--- src/hdl/ils_pkg.sv ---
package ils_pkg;

  // Store geometry
  localparam int DEPTH  = 1024;
  localparam int DATA_W = 32;
  localparam int ADDR_W = $clog2(DEPTH);

  // Field widths fixed by the channel format
  localparam int ACT_W  = 3;
  localparam int CNT_W  = 11;
  localparam int WORD_W = 32;
  localparam int STAT_W = 2;

  typedef enum logic [ACT_W-1:0] {
    ACT_APPEND = 3'd0,
    ACT_DROP   = 3'd1,
    ACT_INSERT = 3'd2,
    ACT_ERASE  = 3'd3,
    ACT_READ   = 3'd4,
    ACT_CLEAR  = 3'd5
  } action_t;

  typedef enum logic [STAT_W-1:0] {
    ST_OK    = 2'd0,
    ST_RANGE = 2'd1,
    ST_FULL  = 2'd2,
    ST_EMPTY = 2'd3
  } status_t;

  // One write port and one read port per cycle
  typedef struct packed {
    logic              we;
    logic [ADDR_W-1:0] waddr;
    logic [DATA_W-1:0] wdata;
    logic              re;
    logic [ADDR_W-1:0] raddr;
  } ram_req_t;

endpackage

--- src/hdl/ils_if.sv ---
interface ils_in_if
  import ils_pkg::*;
();
  logic              valid;
  logic              ready;
  logic [ACT_W-1:0]  action;
  logic [CNT_W-1:0]  position;
  logic [WORD_W-1:0] word_in;

  modport source (output valid, action, position, word_in, input ready);
  modport sink   (input valid, action, position, word_in, output ready);
endinterface

interface ils_out_if
  import ils_pkg::*;
();
  logic              valid;
  logic              ready;
  logic [WORD_W-1:0] word_out;
  logic [CNT_W-1:0]  count;
  logic [STAT_W-1:0] status;

  modport source (output valid, word_out, count, status, input ready);
  modport sink   (input valid, word_out, count, status, output ready);
endinterface

--- src/hdl/ils_ctrl.sv ---
module ils_ctrl
  import ils_pkg::*;
(
  input  logic              clk,
  input  logic              rst_n,
  ils_in_if.sink            in_ch,
  ils_out_if.source         out_ch,
  output ram_req_t          ram_req,
  input  logic [DATA_W-1:0] ram_rdata
);

  typedef enum logic [2:0] {
    S_IDLE, S_DECODE, S_RD_WAIT, S_SHIFT, S_DRAIN, S_FINAL, S_DONE
  } state_t;

  state_t            state_r;
  logic [CNT_W-1:0]  cnt_r;
  logic              out_valid_r;
  logic              wr_pend_r;
  logic [ADDR_W-1:0] wr_addr_r;
  logic [ADDR_W-1:0] rd_ptr_r;
  logic [ADDR_W-1:0] end_r;
  logic              up_r;
  action_t           act_r;
  logic [CNT_W-1:0]  pos_r;
  logic [DATA_W-1:0] word_r;
  logic [WORD_W-1:0] res_word_r;
  status_t           res_status_r;
  logic [WORD_W-1:0] out_word_r;
  logic [CNT_W-1:0]  out_cnt_r;
  status_t           out_status_r;

  logic full;
  logic pos_gt_cnt;
  logic pos_ge_cnt;
  logic accept;

  assign full       = (cnt_r == CNT_W'(DEPTH));
  assign pos_gt_cnt = (pos_r > cnt_r);
  assign pos_ge_cnt = (pos_r >= cnt_r);
  assign accept     = in_ch.valid && in_ch.ready;

  assign in_ch.ready     = (state_r == S_IDLE);
  assign out_ch.valid    = out_valid_r;
  assign out_ch.word_out = out_word_r;
  assign out_ch.count    = out_cnt_r;
  assign out_ch.status   = out_status_r;

  // Memory port requests; a pending shift write owns the write port
  always_comb begin
    ram_req = '0;
    if (wr_pend_r) begin
      ram_req.we    = 1'b1;
      ram_req.waddr = wr_addr_r;
      ram_req.wdata = ram_rdata;
    end else if (state_r == S_DECODE && !full &&
                 (act_r == ACT_APPEND || (act_r == ACT_INSERT && pos_r == cnt_r))) begin
      ram_req.we    = 1'b1;
      ram_req.waddr = cnt_r[ADDR_W-1:0];
      ram_req.wdata = word_r;
    end else if (state_r == S_FINAL) begin
      ram_req.we    = 1'b1;
      ram_req.waddr = pos_r[ADDR_W-1:0];
      ram_req.wdata = word_r;
    end
    if (state_r == S_DECODE && act_r == ACT_READ && !pos_ge_cnt) begin
      ram_req.re    = 1'b1;
      ram_req.raddr = pos_r[ADDR_W-1:0];
    end else if (state_r == S_SHIFT) begin
      ram_req.re    = 1'b1;
      ram_req.raddr = rd_ptr_r;
    end
  end

  always_ff @(posedge clk) begin
    if (!rst_n) begin
      state_r     <= S_IDLE;
      cnt_r       <= '0;
      out_valid_r <= 1'b0;
      wr_pend_r   <= 1'b0;
    end else begin
      wr_pend_r <= 1'b0;
      if (out_valid_r && out_ch.ready) begin
        out_valid_r <= 1'b0;
      end
      unique case (state_r)
        S_IDLE: begin
          if (accept) begin
            act_r   <= action_t'(in_ch.action);
            pos_r   <= in_ch.position;
            word_r  <= in_ch.word_in[DATA_W-1:0];
            state_r <= S_DECODE;
          end
        end
        S_DECODE: begin
          res_word_r   <= '0;
          res_status_r <= ST_OK;
          state_r      <= S_DONE;
          unique case (act_r)
            ACT_APPEND: begin
              if (full) res_status_r <= ST_FULL;
              else      cnt_r <= cnt_r + 1'b1;
            end
            ACT_DROP: begin
              if (cnt_r == '0) res_status_r <= ST_EMPTY;
              else             cnt_r <= cnt_r - 1'b1;
            end
            ACT_INSERT: begin
              if (pos_gt_cnt) begin
                res_status_r <= ST_RANGE;
              end else if (full) begin
                res_status_r <= ST_FULL;
              end else begin
                cnt_r <= cnt_r + 1'b1;
                if (pos_r != cnt_r) begin
                  rd_ptr_r <= ADDR_W'(cnt_r - 1'b1);
                  end_r    <= pos_r[ADDR_W-1:0];
                  up_r     <= 1'b1;
                  state_r  <= S_SHIFT;
                end
              end
            end
            ACT_ERASE: begin
              if (pos_ge_cnt) begin
                res_status_r <= ST_RANGE;
              end else begin
                cnt_r <= cnt_r - 1'b1;
                if (pos_r != cnt_r - 1'b1) begin
                  rd_ptr_r <= ADDR_W'(pos_r + 1'b1);
                  end_r    <= ADDR_W'(cnt_r - 1'b1);
                  up_r     <= 1'b0;
                  state_r  <= S_SHIFT;
                end
              end
            end
            ACT_READ: begin
              if (pos_ge_cnt) res_status_r <= ST_RANGE;
              else            state_r <= S_RD_WAIT;
            end
            ACT_CLEAR: begin
              cnt_r <= '0;
            end
            default: begin
            end
          endcase
        end
        S_RD_WAIT: begin
          res_word_r <= WORD_W'(ram_rdata);
          state_r    <= S_DONE;
        end
        S_SHIFT: begin
          // read issued this cycle lands one place over next cycle
          wr_pend_r <= 1'b1;
          wr_addr_r <= up_r ? rd_ptr_r + 1'b1 : rd_ptr_r - 1'b1;
          if (rd_ptr_r == end_r) begin
            state_r <= S_DRAIN;
          end else begin
            rd_ptr_r <= up_r ? rd_ptr_r - 1'b1 : rd_ptr_r + 1'b1;
          end
        end
        S_DRAIN: begin
          state_r <= up_r ? S_FINAL : S_DONE;
        end
        S_FINAL: begin
          state_r <= S_DONE;
        end
        S_DONE: begin
          if (!out_valid_r || out_ch.ready) begin
            out_valid_r  <= 1'b1;
            out_word_r   <= res_word_r;
            out_cnt_r    <= cnt_r;
            out_status_r <= res_status_r;
            state_r      <= S_IDLE;
          end
        end
        default: begin
          state_r <= S_IDLE;
        end
      endcase
    end
  end

  a_cnt_bound: assert property (@(posedge clk) disable iff (!rst_n)
    cnt_r <= CNT_W'(DEPTH))
    else $error("element count above depth");

  a_no_overlap: assert property (@(posedge clk) disable iff (!rst_n)
    !(ram_req.we && ram_req.re && ram_req.waddr == ram_req.raddr))
    else $error("read and write hit the same entry");

  a_pend_from_shift: assert property (@(posedge clk) disable iff (!rst_n)
    $rose(wr_pend_r) |-> $past(state_r == S_SHIFT))
    else $error("shift write without a shift read");

  a_accept_decode: assert property (@(posedge clk) disable iff (!rst_n)
    accept |=> state_r == S_DECODE)
    else $error("accepted transfer not decoded");

  a_done_leaves: assert property (@(posedge clk) disable iff (!rst_n)
    (state_r == S_DONE && !out_valid_r) |=> (out_valid_r && state_r == S_IDLE))
    else $error("result not posted from a free output slot");

endmodule

--- src/flat_wrapper.sv ---
// flat-port wrapper written by rule: the top's interface ports become plain ports
module ils_ctrl_flat import ils_pkg::*;
  (clk, rst_n, ram_req, ram_rdata, in_ch_valid, in_ch_action, in_ch_position, in_ch_word_in, in_ch_ready, out_ch_valid, out_ch_word_out, out_ch_count, out_ch_status, out_ch_ready);
  ils_in_if in_ch_i ();
  ils_out_if out_ch_i ();
  input  logic clk;
  input  logic rst_n;
  output ram_req_t ram_req;
  input  logic [DATA_W-1:0] ram_rdata;
  input wire logic [$bits(in_ch_i.valid)-1:0] in_ch_valid;
  input wire logic [$bits(in_ch_i.action)-1:0] in_ch_action;
  input wire logic [$bits(in_ch_i.position)-1:0] in_ch_position;
  input wire logic [$bits(in_ch_i.word_in)-1:0] in_ch_word_in;
  output wire logic [$bits(in_ch_i.ready)-1:0] in_ch_ready;
  output wire logic [$bits(out_ch_i.valid)-1:0] out_ch_valid;
  output wire logic [$bits(out_ch_i.word_out)-1:0] out_ch_word_out;
  output wire logic [$bits(out_ch_i.count)-1:0] out_ch_count;
  output wire logic [$bits(out_ch_i.status)-1:0] out_ch_status;
  input wire logic [$bits(out_ch_i.ready)-1:0] out_ch_ready;
  assign in_ch_i.valid = in_ch_valid;
  assign in_ch_i.action = in_ch_action;
  assign in_ch_i.position = in_ch_position;
  assign in_ch_i.word_in = in_ch_word_in;
  assign in_ch_ready = in_ch_i.ready;
  assign out_ch_valid = out_ch_i.valid;
  assign out_ch_word_out = out_ch_i.word_out;
  assign out_ch_count = out_ch_i.count;
  assign out_ch_status = out_ch_i.status;
  assign out_ch_i.ready = out_ch_ready;
  ils_ctrl u_core (.clk(clk), .rst_n(rst_n), .in_ch(in_ch_i), .out_ch(out_ch_i), .ram_req(ram_req), .ram_rdata(ram_rdata));
endmodule
--- config.mk ---
export PLATFORM = sky130hd
export DESIGN_NAME = ils_ctrl_flat
export DESIGN_NICKNAME = d
export VERILOG_FILES = /design/src/hdl/ils_pkg.sv /design/src/hdl/ils_if.sv /design/src/hdl/ils_ctrl.sv /design/src/flat_wrapper.sv
export SDC_FILE = /design/constraint.sdc
export NUM_CORES = 1
export LEC_CHECK = 0
export BUFFER_PORTS_ARGS = -buffer_cell sky130_fd_sc_hd__buf_4
export CORE_UTILIZATION = 60
export DETAILED_ROUTE_END_ITERATION = 10
export GPL_ROUTABILITY_DRIVEN = 0
export HOLD_SLACK_MARGIN = 0.08
export PLACE_DENSITY = 0.86
export SLEW_MARGIN = 20
export SYNTH_ARGS = -nofsm -noshare
export SYNTH_HDL_FRONTEND = slang
export SYNTH_SLANG_ARGS = --single-unit
--- constraint.sdc ---
create_clock -name clk -period 11.1 [get_ports clk]
set_clock_uncertainty 0.1 [all_clocks]
set_input_delay 2.22 -clock clk [delete_from_list [all_inputs] [get_ports clk]]
set_output_delay 2.22 -clock clk [all_outputs]
set_load 0.05 [all_outputs]
==> results of run 1 <==
layout make-up:
| type | count | area, um^2 | area share, % |
|---|---|---|---|
| sequential | 172 | 5010 | 47.1 |
| multi-input combinational | 485 | 3340 | 31.4 |
| clock inverter | 15 | 145 | 1.37 |
| tap | 180 | 225 | 2.12 |
| inverter | 24 | 90.1 | 0.848 |
| clock buffer | 17 | 425 | 4.01 |
| timing repair buffer | 185 | 1390 | 13.1 |
placed cells by master (no fill, tap or decap), drive strengths merged, types with 16 or more instances in the layout:
master	Yosys	final
buf	16	185
edfxtp	156	156
nand2	59	59
a22o	43	43
xnor2	41	41
and3	41	41
o21ai	38	38
nor2	32	32
a21oi	26	26
inv	20	23
clkbuf	52	17
nand3	16	16
ha	16	16
nor3	16	16
dfxtp	16	16
state kept, by name, summed over array words and instances, names as in the netlist:
register,cells
u_core.state_r,3
u_core.cnt_r,11
u_core.out_ch.word_out,32
u_core.word_r,32
u_core.pos_r,11
u_core.act_r,3
u_core.out_ch.valid,1
u_core.wr_addr_r,10
u_core.res_word_r,32
u_core.wr_pend_r,1
u_core.out_ch.count,11
u_core.res_status_r,2
u_core.up_r,1
u_core.end_r,10
u_core.out_ch.status,2
u_core.rd_ptr_r,10
critical path, stage by stage (launching register included):
cell and delay (ns):
dfxtp_1 0.64, clkinv_1 0.38, ha_1 0.40, nand4_1 0.13, or3_1 0.48, a2111oi_2 0.98, nor2_1 0.13, nor2_2 0.12
buf_4 0.36, a22o_1 0.23, buf_4 0.22
power groups by stage:
stage	clock (uW)	sequential [uW]	combinational, uW
2_1_floorplan	0	825	337
3_3_place_gp	0	843	436
3_5_place_dp	0	848	454
4_1_cts	583	836	456
5_1_grt	608	843	498
6_report	581	838	467
cells by family after synthesis:
logic type / Yosys count / share of synthesized area (%)
AND/OR/NAND/NOR: 226 / 13.7
adder cells (fa/ha/maj): 16 / 2.29
flip-flops: 172 / 57.3
XOR/XNOR: 54 / 5.57
AO/OA/AOI/OAI: 182 / 15.4
buffers and inverters: 92 / 4.98
multiplexers: 7 / 0.802
synth_stat cells (9+ instances only):
cell type and instances:
nor3_1 16, xnor2_1 41, a21oi_1 25, o21ai_0 37
inv_1 19, a22oi_1 12, dfxtp_1 16, and3_1 41
xor2_1 12, ha_1 16, a22o_1 43, clkbuf_1 45
nand3_1 16, a211oi_1 9, nand4_1 14, buf_2 11
edfxtp_1 156, nand2_1 59, nor2_1 31, nand2b_1 10
worst min path at each step:
stage	start	endpoint	slack [ns]
after global routing	u_core.res_word_r[2]$_SDFFCE_PP0P_	u_core.out_ch.word_out[2]$_DFFE_PP_	0.32
after CTS	u_core.res_word_r[2]$_SDFFCE_PP0P_	u_core.out_ch.word_out[2]$_DFFE_PP_	0.32
after detailed placement	u_core.res_word_r[2]$_SDFFCE_PP0P_	u_core.out_ch.word_out[2]$_DFFE_PP_	0.30
after global placement	u_core.res_word_r[7]$_SDFFCE_PP0P_	u_core.out_ch.word_out[7]$_DFFE_PP_	0.30
final	u_core.res_word_r[8]$_SDFFCE_PP0P_	u_core.out_ch.word_out[8]$_DFFE_PP_	0.32
after floorplan	u_core.res_status_r[0]$_DFFE_PP_	u_core.out_ch.status[0]$_DFFE_PP_	0.30
metrics by stage:
stage / setup slack [ns] / instances / hold WS (ns) / instance area (um^2) / power [uW]
after floorplan: 5.15 / 749 / 0.300 / 8740 / 1160
after CTS: 4.36 / 1078 / 0.319 / 10600 / 1880
final: 4.26 / 1078 / 0.315 / 10600 / 1890
after detailed placement: 4.86 / 1046 / 0.305 / 10000 / 1300
after global routing: 4.01 / 1078 / 0.322 / 10600 / 1950
after global placement: 5.11 / 1046 / 0.300 / 10000 / 1280
layer usage:
layer  share of wire (%)  wire length, um  track usage [%]
met1                  36             8690             41.9
met2                  49            11700             53.2
met3                  11             2650             7.62
met4                 3.8              901             13.5
met5               0.054               13                0
==> results.json, run 1 <==
{
  "hpwl_mm": 16.7,
  "synthesis.nets": 847,
  "utilization_pct": 75.6,
  "worst_slew_pin_slew_ns": 1.03,
  "die_y_um": 123,
  "cts_hold_buf": 0,
  "synth_flop_cell": "edfxtp_1",
  "synth-edff-count": 156,
  "r2r-end": "u_core.rd_ptr_r[8]$_DFFE_PP_",
  "vias": 7063,
  "crit_arrival_ns": 4.52,
  "combPwrFrac_pct": 24.8,
  "pin_count": 183,
  "wl_per_cell_um": 22.2,
  "grt_pass1_vias": 6631,
  "fin_setup_tns_ns": 0,
  "final-max-slew-violation-count": 0,
  "first_pass_iters": 6,
  "cts_tree": "built",
  "postRouteAntennaNets": 0,
  "max_freq_mhz": 146,
  "routed_wl_mm": 23.9,
  "grt_max_degree": 55,
  "period_share_pct": 61.6,
  "ys_seq_elements": 172,
  "dieArea_mm2": 0.0151,
  "numCtsBuffers": 17,
  "grt_util_all_layers_pct": 32.6,
  "drive_gt1_share_pct": 27.3,
  "drcViolationCount": 0,
  "grt_pass1_wl_mm": 36.3,
  "intPower_uw": 1270,
  "setup.worst_path.start_class": "flip-flop",
  "fp.coreArea_mm2": 0.0140,
  "synthArstFlopShare_pct": 0,
  "rsz0062_at_grt": "false",
  "fin_nets": 983,
  "setup_viol": 0,
  "post_drt_via_cell_ratio": 6.55,
  "p_leak_uw": 0.00412,
  "reg2reg_from": "u_core.cnt_r[0]$_SDFFE_PN0P_",
  "cts-root-buf": "clkbuf_16",
  "syn-cell-area_mm2": 0.00874,
  "syn_inst": 749,
  "p_sw_uw": 612,
  "clkTransAtPathRegs_ns": 0.06,
  "start_util_pct": 62.2,
  "cts_resized": 0,
  "avgSynthCellArea_um2": 11.7,
  "cp_max_fo": 32,
  "synth_top_area_share_pct": 53.6,
  "n_fill_cell": 863,
  "cts_buffer_depth": 2,
  "period_needed_ns": 6.84,
  "synth_warnings": 0,
  "pwr-share-clk_pct": 30.8,
  "area_delta_synth_final_pct": 21.5,
  "slew-limit-headroom_pct": 30.9,
  "n_antenna_cell": 0,
  "end_kind": "primary output",
  "cap_violations": 0,
  "grt-ovfl-total": 0,
  "std_cell_rows": 43,
  "htree_levels": 4,
  "synth_area_leaders": "edfxtp_1 54%, a22o_1 4.3%, xnor2_1 4.1%",
  "status": "finished clean",
  "pwr-share-seq_pct": 44.4,
  "die_x_um": 123,
  "startpoint": "u_core.cnt_r[5]$_SDFFE_PN0P_",
  "drt-initial-drc-count": 1229,
  "clock_latency_ns": 0.43,
  "yosysTopAreaCell": "edfxtp_1",
  "ys_seq_area_share_pct": 57.3,
  "whs_path_depth": 0,
  "synth.distinct_cells": 76,
  "port_buffers": 182,
  "reg2reg_depth": 8,
  "cts_sinks": 172,
  "antenna_found_initial": 1,
  "post_cts_buffers": 0,
  "powerDensity_mw_per_mm2": 178,
  "r2r_setup_slack_ns": 7.33,
  "final-hold-violation-count": 0,
  "critPathCapture": "ram_req[28]",
  "holdCritPathClass": "reg -> reg",
  "setup.worst_path.class": "reg -> out",
  "worstPathRequired_ns": 8.78,
  "peakVddDrop_mv": 0.138,
  "netSwitchingFraction_pct": 32.4
}
Note: power is estimated with default switching activity, not from simulation.
==> run 2: changes to the inputs <==
--- a/config.mk
+++ b/config.mk
@@ -6,11 +6,11 @@
 export NUM_CORES = 1
 export LEC_CHECK = 0
 export BUFFER_PORTS_ARGS = -buffer_cell sky130_fd_sc_hd__buf_4
-export CORE_UTILIZATION = 60
+export CORE_UTILIZATION = 50
 export DETAILED_ROUTE_END_ITERATION = 10
 export GPL_ROUTABILITY_DRIVEN = 0
 export HOLD_SLACK_MARGIN = 0.08
-export PLACE_DENSITY = 0.86
+export PLACE_DENSITY = 0.77
 export SLEW_MARGIN = 20
 export SYNTH_ARGS = -nofsm -noshare
 export SYNTH_HDL_FRONTEND = slang
==> constraint.sdc (replaced) <==
create_clock -name clk -period 6.12 [get_ports clk]
set_clock_uncertainty 0.1 [all_clocks]
set_input_delay 1.224 -clock clk [delete_from_list [all_inputs] [get_ports clk]]
set_output_delay 1.224 -clock clk [all_outputs]
set_load 0.05 [all_outputs]
==> results.json, run 2 (synthesis results as in run 1) <==
{
  "clkTransAtPathRegs_ns": 0.07,
  "cts_resized": 0,
  "grt-ovfl-total": 0,
  "cts_hold_buf": 0,
  "status": "finished clean",
  "drcViolationCount": 0,
  "cts_sinks": 172,
  "clock_latency_ns": 0.44,
  "final_cell_area_mm2": 0.0107,
  "fin_setup_tns_ns": 0,
  "final_common_cell": "buf_4",
  "crit_arrival_ns": 4.00,
  "setup.worst_path.start_class": "flip-flop",
  "r2r_setup_slack_ns": 2.38,
  "netSwitchingFraction_pct": 32.3,
  "die_x_um": 134,
  "port_buffers": 182,
  "pwr-share-clk_pct": 32.0,
  "worst_slew_pin_slew_ns": 1.06,
  "reg2reg_from": "u_core.cnt_r[0]$_SDFFE_PN0P_",
  "postRouteAntennaNets": 0,
  "area_delta_synth_final_pct": 22.8,
  "critPathCapture": "ram_req[22]",
  "postPlaceCellArea_mm2": 0.0101,
  "peakVddDrop_mv": 0.254,
  "final-hold-violation-count": 0,
  "period_needed_ns": 5.32,
  "period_share_pct": 86.9,
  "std_cell_rows": 47,
  "worstPathRequired_ns": 4.80,
  "drt-initial-drc-count": 672,
  "slew-limit-headroom_pct": 29.4,
  "hold_start": "u_core.res_word_r[26]$_SDFFCE_PP0P_",
  "routed_wl_mm": 22.7,
  "cpMostUsedCell": "buf_4",
  "combPwrFrac_pct": 24.2,
  "drive_gt1_share_pct": 27.5,
  "dieArea_mm2": 0.0180,
  "setup_viol": 0,
  "hpwl_mm": 16.2,
  "fp.coreArea_mm2": 0.0168,
  "r2r-end": "u_core.rd_ptr_r[7]$_DFFE_PP_",
  "antenna_found_initial": 1,
  "cp_max_fo": 32,
  "vias": 6656,
  "end_kind": "primary output",
  "powerDensity_mw_per_mm2": 321,
  "grt_util_all_layers_pct": 25.7,
  "numCtsBuffers": 17,
  "pin_count": 183,
  "intPower_uw": 2330,
  "start_util_pct": 52.0,
  "setup.worst_path.class": "reg -> out",
  "grt_pass1_wl_mm": 34.8,
  "cts_buffer_depth": 2,
  "worstPathCellList": "clkinv_1 > ha_1 > nand4_1 > or3_1 > a2111oi_2 > buf_4 > nor2_1 > nor2_2 > buf_4 > a22o_1 > buf_4",
  "cap_violations": 0,
  "p_sw_uw": 1110,
  "n_fill_cell": 1319,
  "grt_pass1_vias": 6230,
  "max_stage_delay_ns": 0.60,
  "post_drt_via_cell_ratio": 5.93,
  "holdCritPathClass": "reg -> reg",
  "pwr-share-seq_pct": 43.8,
  "layout_common_cells": "189 x buf_4, 156 x edfxtp_1, 58 x nand2_1, 43 x a22o_1, 41 x xnor2_1",
  "grt_max_degree": 55,
  "power.total_uw": 3440,
  "wl_per_cell_um": 20.3,
  "rsz0062_at_grt": "false",
  "max_freq_mhz": 188,
  "startpoint": "u_core.cnt_r[5]$_SDFFE_PN0P_",
  "reg2reg_depth": 8,
  "post_cts_buffers": 0,
  "fin_nets": 987,
  "cts_tree": "built",
  "slowest_stage": "dfxtp_1",
  "first_pass_iters": 6,
  "cts-root-buf": "clkbuf_16",
  "htree_levels": 4,
  "final-max-slew-violation-count": 0,
  "die_y_um": 134,
  "p_leak_uw": 0.00415
}
[run 2: cell type report]
class	count	area, um^2	share of cell area, %
Antenna cell	1	2.50	0.0233
Clock buffer	18	429	4.00
Clock inverter	14	180	1.68
Inverter	24	90.1	0.839
Multi-Input combinational cell	485	3330	31.0
Sequential cell	172	5010	46.6
Tap cell	220	275	2.57
Timing Repair Buffer	189	1420	13.2
[run 2: worst min-delay path by stage]
stage                                           endpoint  slack, ns  cells past startpoint
global placement    u_core.out_ch.word_out[16]$_DFFE_PP_       0.30                      0
finish              u_core.out_ch.word_out[26]$_DFFE_PP_       0.32                      0
detailed placement  u_core.out_ch.word_out[12]$_DFFE_PP_       0.30                      0
CTS                 u_core.out_ch.word_out[30]$_DFFE_PP_       0.32                      0
floorplan              u_core.out_ch.status[0]$_DFFE_PP_       0.30                      0
global route         u_core.out_ch.word_out[1]$_DFFE_PP_       0.32                      0
[run 2: worst max-delay path, delay by kind of cell, from the launching register on]
| kind | cells | cell delay, ns |
|---|---|---|
| adder cells (fa/ha/maj) | 1 | 0.39 |
| flip-flops | 1 | 0.60 |
| AND/OR/NAND/NOR | 4 | 0.78 |
| buffers and inverters | 4 | 1.13 |
| AO/OA/AOI/OAI | 2 | 0.61 |
[run 2: power by group through the flow]
stage               Clock (uW)  Sequential (uW)  Combinational, uW
floorplan                    0             1500                611
global placement             0             1530                811
detailed placement           0             1530                821
CTS                       1120             1510                826
global route              1160             1520                897
finish                    1100             1510                833
[run 2: per-stage QoR]
stage	hold WS, ns	util (%)	worst slack [ns]	cells
floorplan	0.300	-	1.17	749
global placement	0.301	60.1	1.45	1090
detailed placement	0.305	60.1	1.30	1090
CTS	0.320	63.7	0.836	1122
global route	0.325	63.8	0.549	1122
finish	0.320	63.8	0.799	1123
[run 2: routing by layer]
layer  part of all wire (%)  vias up  track usage (%)
met2                     49      306             41.9
met4                    2.3        0             9.05
li1                       -     3115                -
met5                      0        -                0
met3                    8.4       45             6.05
met1                     41     3190             33.7
